--- src/rtl/core/assert_macros.svh ---
// ----------------------------------------------------------------------------
// Assertion macros
// Clocked property checks used by the top-level RTL file.
// ----------------------------------------------------------------------------
`ifndef ASSERT_MACROS_SVH
`define ASSERT_MACROS_SVH

// property must hold at every rising clock edge outside reset
`define BBCM_ASSERT(lbl, ck, rn, prop, msg) \
  lbl: assert property (@(posedge ck) disable iff (!rn) prop) else $error(msg);

// expression must never be true outside reset
`define BBCM_ASSERT_NEVER(lbl, ck, rn, expr, msg) \
  lbl: assert property (@(posedge ck) disable iff (!rn) !(expr)) else $error(msg);

`endif

--- src/rtl/core/bbcm_pkg.sv ---
// ----------------------------------------------------------------------------
// Buffer cache manager package
// Function and status codes, sequencer states and port widths.
// ----------------------------------------------------------------------------
package bbcm_pkg;

  localparam int IN_DATA_W  = 64;
  localparam int IN_USER_W  = 2;
  localparam int OUT_DATA_W = 24;
  localparam int OUT_USER_W = 3;

  localparam logic [1:0] FN_GET   = 2'd0;
  localparam logic [1:0] FN_REL   = 2'd1;
  localparam logic [1:0] FN_FLAGS = 2'd2;
  localparam logic [1:0] FN_NONE  = 2'd3;

  localparam logic [2:0] STAT_HIT     = 3'd0;
  localparam logic [2:0] STAT_MISS    = 3'd1;
  localparam logic [2:0] STAT_NONE    = 3'd2;
  localparam logic [2:0] STAT_LOCKED  = 3'd3;
  localparam logic [2:0] STAT_REL     = 3'd4;
  localparam logic [2:0] STAT_REL_ERR = 3'd5;
  localparam logic [2:0] STAT_FLAGS   = 3'd6;

  typedef enum logic [3:0] {
    S_CLEAR,
    S_IDLE,
    S_OP,
    S_MATCH,
    S_WALK,
    S_DECIDE,
    S_SPLICE_RD,
    S_SPLICE_WR,
    S_FILL
  } state_t;

  typedef enum logic [1:0] {
    SP_HEAD,
    SP_PREV,
    SP_NEXT,
    SP_TAIL
  } splice_step_t;

  function automatic logic [1:0] badness(input logic dirty, input logic locked);
    return {dirty, locked};
  endfunction

endpackage

--- src/rtl/core/bbcm_ram.sv ---
// ----------------------------------------------------------------------------
// Buffer descriptor RAM
// One write port, one read port with registered read data.
// ----------------------------------------------------------------------------
module bbcm_ram #(
  parameter int DEPTH = 64,
  parameter int WIDTH = 8
) (
  input  logic                     clk,
  input  logic                     we,
  input  logic [$clog2(DEPTH)-1:0] waddr,
  input  logic [WIDTH-1:0]         wdata,
  input  logic [$clog2(DEPTH)-1:0] raddr,
  output logic [WIDTH-1:0]         rdata
);

  logic [WIDTH-1:0] mem [DEPTH];

  always_ff @(posedge clk) begin
    if (we) begin
      mem[waddr] <= wdata;
    end
  end

  always_ff @(posedge clk) begin
    rdata <= mem[raddr];
  end

endmodule

--- src/rtl/core/block_buffer_cache_manager_top.sv ---
// ----------------------------------------------------------------------------
// Block buffer cache manager
// Buffer pool with tag lookup, reference counts and a victim ring in fill order.
// ----------------------------------------------------------------------------
// Usage: requests arrive on the in_ stream (func in in_tuser), one result per
// request leaves on the out_ stream (status in out_tuser); func 3 is dropped.
// All buffer descriptors sit in one RAM with a single read and a single write
// port; a small sequencer steps through it one entry per cycle.
// Steps: a refused get or out-of-range buffer is answered from the idle state;
// release and set flags read the entry, then write it back; a get compares
// tags entry by entry from buffer 0 and stops on a hit; a miss then walks the
// ring from the head, up to NUM_BUFFERS entries, and splices the victim to the
// ring tail, either in place or through the splice read and write states.
// The RAM port and the dependent ring pointer chase make these steps serial.
// One request is in flight at a time; in_tready is high only when the
// sequencer is idle and the result register is empty.
// After reset a clearing pass writes every descriptor; no request is taken
// meanwhile. A stalled receiver holds the result in the output register and
// blocks further requests.
// ----------------------------------------------------------------------------
module block_buffer_cache_manager_top #(
  parameter int NUM_BUFFERS = 64
) (
  input  logic                              clk,
  input  logic                              rst_n,
  input  logic                              in_tvalid,
  output logic                              in_tready,
  // dev[15:0], block[47:16], buf_sel[53:48], new_dirty[54], new_locked[55],
  // new_valid[56], zero fill
  input  logic [bbcm_pkg::IN_DATA_W-1:0]    in_tdata,
  // func[1:0]
  input  logic [bbcm_pkg::IN_USER_W-1:0]    in_tuser,
  output logic                              out_tvalid,
  input  logic                              out_tready,
  // buf_index[5:0], valid_res[6], dirty[7], locked[8], ref_count[16:9], zero fill
  output logic [bbcm_pkg::OUT_DATA_W-1:0]   out_tdata,
  // status[2:0]
  output logic [bbcm_pkg::OUT_USER_W-1:0]   out_tuser
);

  import bbcm_pkg::*;

  `include "assert_macros.svh"

  localparam int IW = $clog2(NUM_BUFFERS);
  localparam logic [IW-1:0] LAST_IDX = IW'(NUM_BUFFERS - 1);

  typedef struct packed {
    logic [15:0]   dev;
    logic [31:0]   blk;
    logic [7:0]    refs;
    logic          dirty;
    logic          locked;
    logic          valid;
    logic [IW-1:0] link_next;
    logic [IW-1:0] link_prev;
  } entry_t;

  localparam int EW = $bits(entry_t);

  function automatic logic [5:0] to_six(input logic [IW-1:0] x);
    logic [15:0] w;
    w = 16'(x);
    return w[5:0];
  endfunction

  state_t        state_r, state_nxt;
  splice_step_t  step_r, step_nxt;
  logic [IW-1:0] clr_r, clr_nxt;
  logic [IW-1:0] head_r, head_nxt;
  logic [IW-1:0] cur_r, cur_nxt;
  logic [IW-1:0] pick_r, pick_nxt;
  logic [IW-1:0] tail_r, tail_nxt;
  logic          found_r, found_nxt;
  entry_t        pick_e_r, pick_e_nxt;

  logic [1:0]    func_r;
  logic [15:0]   dev_r;
  logic [31:0]   blk_r;
  logic [IW-1:0] sel_r;
  logic          nd_r, nl_r, nv_r;

  logic          out_tvalid_r, out_tvalid_nxt;
  logic [2:0]    out_stat_r, out_stat_nxt;
  logic [5:0]    out_idx_r, out_idx_nxt;
  logic          out_v_r, out_v_nxt;
  logic          out_d_r, out_d_nxt;
  logic          out_l_r, out_l_nxt;
  logic [7:0]    out_refs_r, out_refs_nxt;
  logic          out_load;

  logic          ram_we;
  logic [IW-1:0] ram_waddr;
  entry_t        ram_wdata;
  logic [IW-1:0] ram_raddr;
  logic [EW-1:0] ram_rdata;
  entry_t        rd_e;

  logic [1:0]    in_func;
  logic [15:0]   in_dev;
  logic [31:0]   in_blk;
  logic [5:0]    in_sel;
  logic [15:0]   sel_w;
  logic [IW-1:0] sel_idx;
  logic          sel_ok;
  logic          accept;
  logic          hit;
  logic          cand;
  logic          walk_stop;
  logic          simple_fill;
  logic [IW-1:0] sp_target;

  bbcm_ram #(
    .DEPTH (NUM_BUFFERS),
    .WIDTH (EW)
  ) u_ram (
    .clk   (clk),
    .we    (ram_we),
    .waddr (ram_waddr),
    .wdata (ram_wdata),
    .raddr (ram_raddr),
    .rdata (ram_rdata)
  );

  assign rd_e    = entry_t'(ram_rdata);
  assign in_func = in_tuser[1:0];
  assign in_dev  = in_tdata[15:0];
  assign in_blk  = in_tdata[47:16];
  assign in_sel  = in_tdata[53:48];
  assign sel_w   = 16'(in_sel);
  assign sel_idx = sel_w[IW-1:0];
  assign sel_ok  = sel_w < 16'(NUM_BUFFERS);

  assign in_tready = (state_r == S_IDLE) && !out_tvalid_r;
  assign accept    = in_tvalid && in_tready;

  assign hit  = (rd_e.dev == dev_r) && (rd_e.blk == blk_r);
  assign cand = (rd_e.refs == 8'd0) &&
                (!found_r || (badness(rd_e.dirty, rd_e.locked) <
                              badness(pick_e_r.dirty, pick_e_r.locked)));
  assign walk_stop = (cand && (badness(rd_e.dirty, rd_e.locked) == 2'd0)) ||
                     (rd_e.link_next == head_r);
  assign simple_fill = (pick_r == head_r) || (pick_e_r.link_next == head_r);

  always_comb begin
    unique case (step_r)
      SP_HEAD: sp_target = head_r;
      SP_PREV: sp_target = pick_e_r.link_prev;
      SP_NEXT: sp_target = pick_e_r.link_next;
      SP_TAIL: sp_target = tail_r;
      default: sp_target = tail_r;
    endcase
  end

  always_comb begin
    state_nxt = state_r;
    unique case (state_r)
      S_CLEAR: begin
        if (clr_r == LAST_IDX) begin
          state_nxt = S_IDLE;
        end
      end
      S_IDLE: begin
        if (accept) begin
          case (in_func)
            FN_GET: begin
              if (in_dev != 16'd0) begin
                state_nxt = S_MATCH;
              end
            end
            FN_REL, FN_FLAGS: begin
              if (sel_ok) begin
                state_nxt = S_OP;
              end
            end
            default: state_nxt = S_IDLE;
          endcase
        end
      end
      S_OP: state_nxt = S_IDLE;
      S_MATCH: begin
        if (hit) begin
          state_nxt = S_IDLE;
        end else if (cur_r == LAST_IDX) begin
          state_nxt = S_WALK;
        end
      end
      S_WALK: begin
        if (walk_stop) begin
          state_nxt = S_DECIDE;
        end
      end
      S_DECIDE: begin
        if (found_r && !pick_e_r.locked && !simple_fill) begin
          state_nxt = S_SPLICE_RD;
        end else begin
          state_nxt = S_IDLE;
        end
      end
      S_SPLICE_RD: state_nxt = S_SPLICE_WR;
      S_SPLICE_WR: begin
        if (step_r == SP_TAIL) begin
          state_nxt = S_FILL;
        end else begin
          state_nxt = S_SPLICE_RD;
        end
      end
      S_FILL: state_nxt = S_IDLE;
      default: state_nxt = S_IDLE;
    endcase
  end

  always_comb begin
    clr_nxt      = clr_r;
    head_nxt     = head_r;
    cur_nxt      = cur_r;
    pick_nxt     = pick_r;
    pick_e_nxt   = pick_e_r;
    found_nxt    = found_r;
    step_nxt     = step_r;
    tail_nxt     = tail_r;
    ram_we       = 1'b0;
    ram_waddr    = cur_r;
    ram_wdata    = rd_e;
    ram_raddr    = cur_r;
    out_load     = 1'b0;
    out_stat_nxt = STAT_NONE;
    out_idx_nxt  = 6'd0;
    out_v_nxt    = 1'b0;
    out_d_nxt    = 1'b0;
    out_l_nxt    = 1'b0;
    out_refs_nxt = 8'd0;

    unique case (state_r)
      S_CLEAR: begin
        ram_we              = 1'b1;
        ram_waddr           = clr_r;
        ram_wdata           = '0;
        ram_wdata.link_next = (clr_r == LAST_IDX) ? '0 : clr_r + 1'b1;
        ram_wdata.link_prev = (clr_r == '0) ? LAST_IDX : clr_r - 1'b1;
        clr_nxt             = clr_r + 1'b1;
      end
      S_IDLE: begin
        if (accept) begin
          case (in_func)
            FN_GET: begin
              if (in_dev == 16'd0) begin
                out_load     = 1'b1;
                out_stat_nxt = STAT_NONE;
              end else begin
                ram_raddr = '0;
                cur_nxt   = '0;
              end
            end
            FN_REL, FN_FLAGS: begin
              if (sel_ok) begin
                ram_raddr = sel_idx;
              end else begin
                out_load     = 1'b1;
                out_stat_nxt = STAT_REL_ERR;
                out_idx_nxt  = in_sel;
              end
            end
            default: out_load = 1'b0;
          endcase
        end
      end
      S_OP: begin
        out_load    = 1'b1;
        out_idx_nxt = to_six(sel_r);
        ram_waddr   = sel_r;
        if (func_r == FN_REL) begin
          if (rd_e.refs == 8'd0) begin
            out_stat_nxt = STAT_REL_ERR;
            out_refs_nxt = rd_e.refs;
          end else begin
            ram_we         = 1'b1;
            ram_wdata.refs = rd_e.refs - 8'd1;
            out_stat_nxt   = STAT_REL;
            out_refs_nxt   = rd_e.refs - 8'd1;
          end
          out_v_nxt = rd_e.valid;
          out_d_nxt = rd_e.dirty;
          out_l_nxt = rd_e.locked;
        end else begin
          ram_we           = 1'b1;
          ram_wdata.dirty  = nd_r;
          ram_wdata.locked = nl_r;
          ram_wdata.valid  = nv_r;
          out_stat_nxt     = STAT_FLAGS;
          out_v_nxt        = nv_r;
          out_d_nxt        = nd_r;
          out_l_nxt        = nl_r;
          out_refs_nxt     = rd_e.refs;
        end
      end
      S_MATCH: begin
        if (hit) begin
          ram_we         = 1'b1;
          ram_waddr      = cur_r;
          ram_wdata.refs = (rd_e.refs == 8'hFF) ? rd_e.refs : rd_e.refs + 8'd1;
          out_load       = 1'b1;
          out_stat_nxt   = STAT_HIT;
          out_idx_nxt    = to_six(cur_r);
          out_v_nxt      = rd_e.valid;
          out_d_nxt      = rd_e.dirty;
          out_l_nxt      = rd_e.locked;
          out_refs_nxt   = ram_wdata.refs;
        end else if (cur_r == LAST_IDX) begin
          ram_raddr = head_r;
          cur_nxt   = head_r;
          found_nxt = 1'b0;
        end else begin
          ram_raddr = cur_r + 1'b1;
          cur_nxt   = cur_r + 1'b1;
        end
      end
      S_WALK: begin
        if (cand) begin
          pick_nxt   = cur_r;
          pick_e_nxt = rd_e;
          found_nxt  = 1'b1;
        end
        if (!walk_stop) begin
          ram_raddr = rd_e.link_next;
          cur_nxt   = rd_e.link_next;
        end
      end
      S_DECIDE: begin
        if (!found_r) begin
          out_load     = 1'b1;
          out_stat_nxt = STAT_NONE;
        end else if (pick_e_r.locked) begin
          out_load     = 1'b1;
          out_stat_nxt = STAT_LOCKED;
          out_idx_nxt  = to_six(pick_r);
          out_v_nxt    = pick_e_r.valid;
          out_d_nxt    = pick_e_r.dirty;
          out_l_nxt    = pick_e_r.locked;
          out_refs_nxt = pick_e_r.refs;
        end else if (simple_fill) begin
          ram_we              = 1'b1;
          ram_waddr           = pick_r;
          ram_wdata           = '0;
          ram_wdata.dev       = dev_r;
          ram_wdata.blk       = blk_r;
          ram_wdata.refs      = 8'd1;
          ram_wdata.link_next = pick_e_r.link_next;
          ram_wdata.link_prev = pick_e_r.link_prev;
          if (pick_r == head_r) begin
            head_nxt = pick_e_r.link_next;
          end
          out_load     = 1'b1;
          out_stat_nxt = STAT_MISS;
          out_idx_nxt  = to_six(pick_r);
          out_refs_nxt = 8'd1;
        end else begin
          step_nxt = SP_HEAD;
        end
      end
      S_SPLICE_RD: begin
        ram_raddr = sp_target;
      end
      S_SPLICE_WR: begin
        ram_we    = 1'b1;
        ram_waddr = sp_target;
        unique case (step_r)
          SP_HEAD: begin
            ram_wdata.link_prev = pick_r;
            tail_nxt            = rd_e.link_prev;
            step_nxt            = SP_PREV;
          end
          SP_PREV: begin
            ram_wdata.link_next = pick_e_r.link_next;
            step_nxt            = SP_NEXT;
          end
          SP_NEXT: begin
            ram_wdata.link_prev = pick_e_r.link_prev;
            step_nxt            = SP_TAIL;
          end
          SP_TAIL: begin
            ram_wdata.link_next = pick_r;
            step_nxt            = SP_HEAD;
          end
          default: step_nxt = SP_HEAD;
        endcase
      end
      S_FILL: begin
        ram_we              = 1'b1;
        ram_waddr           = pick_r;
        ram_wdata           = '0;
        ram_wdata.dev       = dev_r;
        ram_wdata.blk       = blk_r;
        ram_wdata.refs      = 8'd1;
        ram_wdata.link_next = head_r;
        ram_wdata.link_prev = tail_r;
        out_load            = 1'b1;
        out_stat_nxt        = STAT_MISS;
        out_idx_nxt         = to_six(pick_r);
        out_refs_nxt        = 8'd1;
      end
      default: out_load = 1'b0;
    endcase
  end

  assign out_tvalid_nxt = out_load || (out_tvalid_r && !out_tready);

  always_ff @(posedge clk) begin
    if (!rst_n) begin
      state_r      <= S_CLEAR;
      clr_r        <= '0;
      head_r       <= '0;
      found_r      <= 1'b0;
      step_r       <= SP_HEAD;
      out_tvalid_r <= 1'b0;
    end else begin
      state_r      <= state_nxt;
      clr_r        <= clr_nxt;
      head_r       <= head_nxt;
      found_r      <= found_nxt;
      step_r       <= step_nxt;
      out_tvalid_r <= out_tvalid_nxt;
    end
  end

  always_ff @(posedge clk) begin
    cur_r    <= cur_nxt;
    pick_r   <= pick_nxt;
    pick_e_r <= pick_e_nxt;
    tail_r   <= tail_nxt;
    if (accept) begin
      func_r <= in_func;
      dev_r  <= in_dev;
      blk_r  <= in_blk;
      sel_r  <= sel_idx;
      nd_r   <= in_tdata[54];
      nl_r   <= in_tdata[55];
      nv_r   <= in_tdata[56];
    end
    if (out_load) begin
      out_stat_r <= out_stat_nxt;
      out_idx_r  <= out_idx_nxt;
      out_v_r    <= out_v_nxt;
      out_d_r    <= out_d_nxt;
      out_l_r    <= out_l_nxt;
      out_refs_r <= out_refs_nxt;
    end
  end

  assign out_tvalid = out_tvalid_r;
  assign out_tuser  = out_stat_r;
  assign out_tdata  = {7'd0, out_refs_r, out_l_r, out_d_r, out_v_r, out_idx_r};

  `BBCM_ASSERT(a_ready_idle_only, clk, rst_n, in_tready |-> (state_r == S_IDLE) && !out_tvalid_r, "request taken while busy")
  `BBCM_ASSERT_NEVER(a_no_overwrite, clk, rst_n, out_load && out_tvalid_r, "result register overwritten")
  `BBCM_ASSERT(a_miss_one_ref, clk, rst_n, (out_tvalid_r && (out_stat_r == STAT_MISS)) |-> (out_refs_r == 8'd1) && !out_l_r, "miss result with bad count")
  `BBCM_ASSERT(a_clear_blocks, clk, rst_n, (state_r == S_CLEAR) |-> !in_tready && !out_load, "activity during clearing pass")

endmodule

--- config.mk ---
export PLATFORM = sky130hd
export DESIGN_NAME = block_buffer_cache_manager_top
export DESIGN_NICKNAME = d
export VERILOG_FILES = /design/src/rtl/core/bbcm_pkg.sv /design/src/rtl/core/bbcm_ram.sv /design/src/rtl/core/block_buffer_cache_manager_top.sv
export VERILOG_INCLUDE_DIRS = /design/src /design/src/rtl/core
export SDC_FILE = /design/constraint.sdc
export NUM_CORES = 2
export LEC_CHECK = 0
export BUFFER_PORTS_ARGS = -buffer_cell sky130_fd_sc_hd__buf_2
export CORE_MARGIN = 5
export CORE_UTILIZATION = 55
export CTS_BUF_LIST = sky130_fd_sc_hd__clkbuf_16
export CTS_CLUSTER_SIZE = 20
export DETAILED_ROUTE_END_ITERATION = 10
export HOLD_SLACK_MARGIN = 0.06
export MAX_ROUTING_LAYER = met4
export PLACE_DENSITY = 0.71
export SYNTH_ARGS = -nofsm -noshare
export SYNTH_HDL_FRONTEND = slang
export SYNTH_MEMORY_MAX_BITS = 65536
export SYNTH_SLANG_ARGS = --single-unit
--- constraint.sdc ---
create_clock -name clk -period 13.5 [get_ports clk]
set_input_delay 3.375 -clock clk [delete_from_list [all_inputs] [get_ports clk]]
set_output_delay 3.375 -clock clk [all_outputs]
set_load 0.01 [all_outputs]
==> impl_metrics.tcl <==
set metrics [dict create \
    status "completed" \
    routed_wl_um 528000 \
    cp_slowest_cell "nand4_1" \
    yosys-top-cells-count "edfxtp_1, mux2i_1, o22ai_1" \
    crit_type "in2reg" \
    cts.repair.resized 0 \
    cts-root-buf "clkbuf_16" \
    yosysMostFrequentCell "edfxtp_1" \
    grt_pass1_wl_um 729000 \
    tightestPinTransition_ns 1.29 \
    cpPeakStageDelay_ns 0.86 \
    gp_congestion 0.895 \
    final_util_pct 61.5 \
    crit_required_ns 14.30 \
    ys_seq_area_share_pct 77.7 \
    grt_max_degree 129 \
    post-place-ws_ns 3.51 \
    synth.avg_cell_area_sq_um 18.5 \
    synthCells 9875 \
    die_area_sq_um 344000 \
    dpl.hpwl_um 263000 \
    endpoint_kind "flop" \
    crit_chain "buf_2 -> nor4_1 -> nand4_1 -> buf_4 -> or2_2 -> o211ai_1 -> a21oi_1 -> a311oi_4 -> buf_12 -> buf_12 -> buf_4 -> mux2i_1 -> o22ai_1 -> o41ai_1 -> o2111ai_1" \
    synth-edff-count 4664 \
    vias 102000 \
    cts_hold_buf 0 \
    yosysWarnings 0 \
    hold_path_class "reg2reg" \
    synth_top_area_share_pct 76.7 \
    cp_max_fo 51 \
    worst_hold_slack_ns 0.492 \
    fin_nets 10200 \
    max_cap_violations 0 \
    rsz0062_at_grt "false" \
    num_rows 211 \
    chipWidth_um 586 \
    detailed_place.area_sq_um 189000 \
    core_sq_um 331000 \
    clk_pin_slew_ns 0.06 \
    die_h_um 586 \
    cp.arrival_ns 9.96 \
    portBuffers 84 \
    drtAntennaViolNets 0 \
    worstSkewPairLatency_ns 0.99 \
    antenna_found_initial 14 \
    yosysTopAreaCell "edfxtp_1" \
    tritoncts "done" \
    first_global_vias 97300 \
    setup.worst_path.start_class "input port" \
    drtIter0Drc 16100 \
    area_delta_synth_final_pct 11.4 \
    p_leak_uw 0.0770 \
    final-seq-area_sq_um 142000 \
    dr.pass1.iters 7 \
    fin_setup_tns_ns 0 \
    setup_violations 0 \
    ys_async_sr_fraction_pct 0 \
    slew_viol_final 0 \
    viasPerCell 6.84 \
    relSlewSlack_pct 12.5 \
    hold_viol 0 \
    synth_ff_type "edfxtp_1" \
    peakVddDrop_v 0.000134 \
    p_per_area_nw_per_um2 141 \
    ys_seq_elements 4755 \
    drcViolationCount 0 \
    final_cell_area_sq_um 203000 \
    synth_area_leaders "edfxtp_1, mux2i_1, o22ai_1, o41ai_1, dfxtp_1" \
    grt_util_all_layers_pct 30.9 \
    fin_crit_sh_pct 67.8 \
    fmax_mhz 109 \
    htree_levels 5 \
    io_pins 99 \
    finalClockSkew_ns 0.0396 \
    min_period_ns 9.16 \
    synth_cell_types 63 \
    grt_overflow_total 0 \
    drive_gt1_share_pct 10.7 \
    setup_ws_ns 4.34 \
    synth_area_sq_um 183000 \
    cts_inserted_buffers 451 \
    fill_cells 23000 \
    start_util_pct 55.2 \
    postCtsSetupBuffers 0 \
    multiInputGateArea_sq_um 38200 \
    clk_path_buf_depth 4 \
    cts_sinks 4755 \
    wire_per_inst_um 35.5 \
]
==> path summary, 6_finish.rpt <==
kind	slack [ns]	to	cells past startpoint	start
max	4.34	u_ram.rdata[59]	15	in_tdata[1]
min	0.49	tail_r[2]	0	u_ram.rdata[2]
max reg2reg	4.57	u_ram.rdata[2]	11	blk_r[3]
min reg2reg	0.49	tail_r[2]	0	u_ram.rdata[2]
==> kinds of logic after synthesis <==
kind of cell	after synthesis	share of synthesized area, %
flip-flops	4755	77.7
AO/OA/AOI/OAI	1678	6.32
buffers and inverters	638	1.76
other	1	0.00205
multiplexers	2290	12.6
adder cells (fa/ha/maj)	12	0.0823
XOR/XNOR	83	0.398
AND/OR/NAND/NOR	418	1.15
==> registers in the layout (all words and copies together), names as in the netlist, 2 cells and up <==
register / count
out_refs_r: 8
out_idx_r: 6
pick_r: 6
out_tuser: 3
blk_r: 32
pick_e_r: 23
step_r: 2
cur_r: 6
state_r: 4
sel_r: 6
u_ram.mem: 4544
func_r: 2
head_r: 6
u_ram.rdata: 71
tail_r: 6
clr_r: 6
dev_r: 16
==> metrics by stage <==
step	instances	total power, uW
floorplan	9881	16600
global placement	14000	16700
detailed placement	14100	16700
CTS	14900	28700
global route	14900	29300
finish	14900	28600
==> worst max-delay path, delay by kind of cell <==
| family | cells | cell delay [ns] |
|---|---|---|
| multiplexers | 1 | 0.28 |
| buffers and inverters | 5 | 2.13 |
| AO/OA/AOI/OAI | 6 | 2.27 |
| AND/OR/NAND/NOR | 3 | 1.80 |
==> cell usage in the layout, fill, tap and decap left out, drive strengths merged, types with 5 or more instances in the layout <==
| cell | n |
|---|---|
| or3 | 10 |
| o21ai | 40 |
| mux2 | 5 |
| a222oi | 18 |
| clkinvlp | 19 |
| o211ai | 6 |
| nand2b | 8 |
| diode | 7 |
| mux2i | 2285 |
| xnor2 | 66 |
| a221o | 20 |
| inv | 157 |
| a21o | 13 |
| and3 | 6 |
| o41ai | 214 |
| and2 | 18 |
| nor2b | 18 |
| ha | 12 |
| buf | 408 |
| conb | 7 |
| clkbuf | 458 |
| a22oi | 15 |
| nor3 | 10 |
| nand4 | 20 |
| xor2 | 17 |
| nor2 | 122 |
| clkinv | 197 |
| edfxtp | 4664 |
| or2 | 5 |
| nor4 | 82 |
| a21oi | 48 |
| bufinv | 37 |
| o2111ai | 73 |
| dfxtp | 91 |
| nand3 | 27 |
| a22o | 60 |
| o22ai | 1142 |
| nand2 | 83 |
==> power breakdown <==
group          total [uW]  switching [uW]  internal, uW
Clock               12200            5370          6840
Combinational         262             210          51.5
Sequential          16200            21.1         16100
==> cell type report <==
cell class | instances | share of cell area [%]
Inverter | 33 | 0.0609
Clock buffer | 458 | 5.63
Clock inverter | 377 | 1.38
Timing Repair Buffer | 408 | 1.71
Tap cell | 4366 | 2.69
Multi-Input combinational cell | 4488 | 18.8
Sequential cell | 4755 | 69.8
Antenna cell | 7 | 0.00861
==> metal layers <==
layer	share of wire [%]	track usage (%)	up-vias
met3	13	6.29	1296
met4	4.7	12.2	0
met2	46	46.3	7287
met1	37	42.2	52200
li1	-	-	41100
met5	0	-	-
No activity file was read; power rests on OpenSTA's default activity.
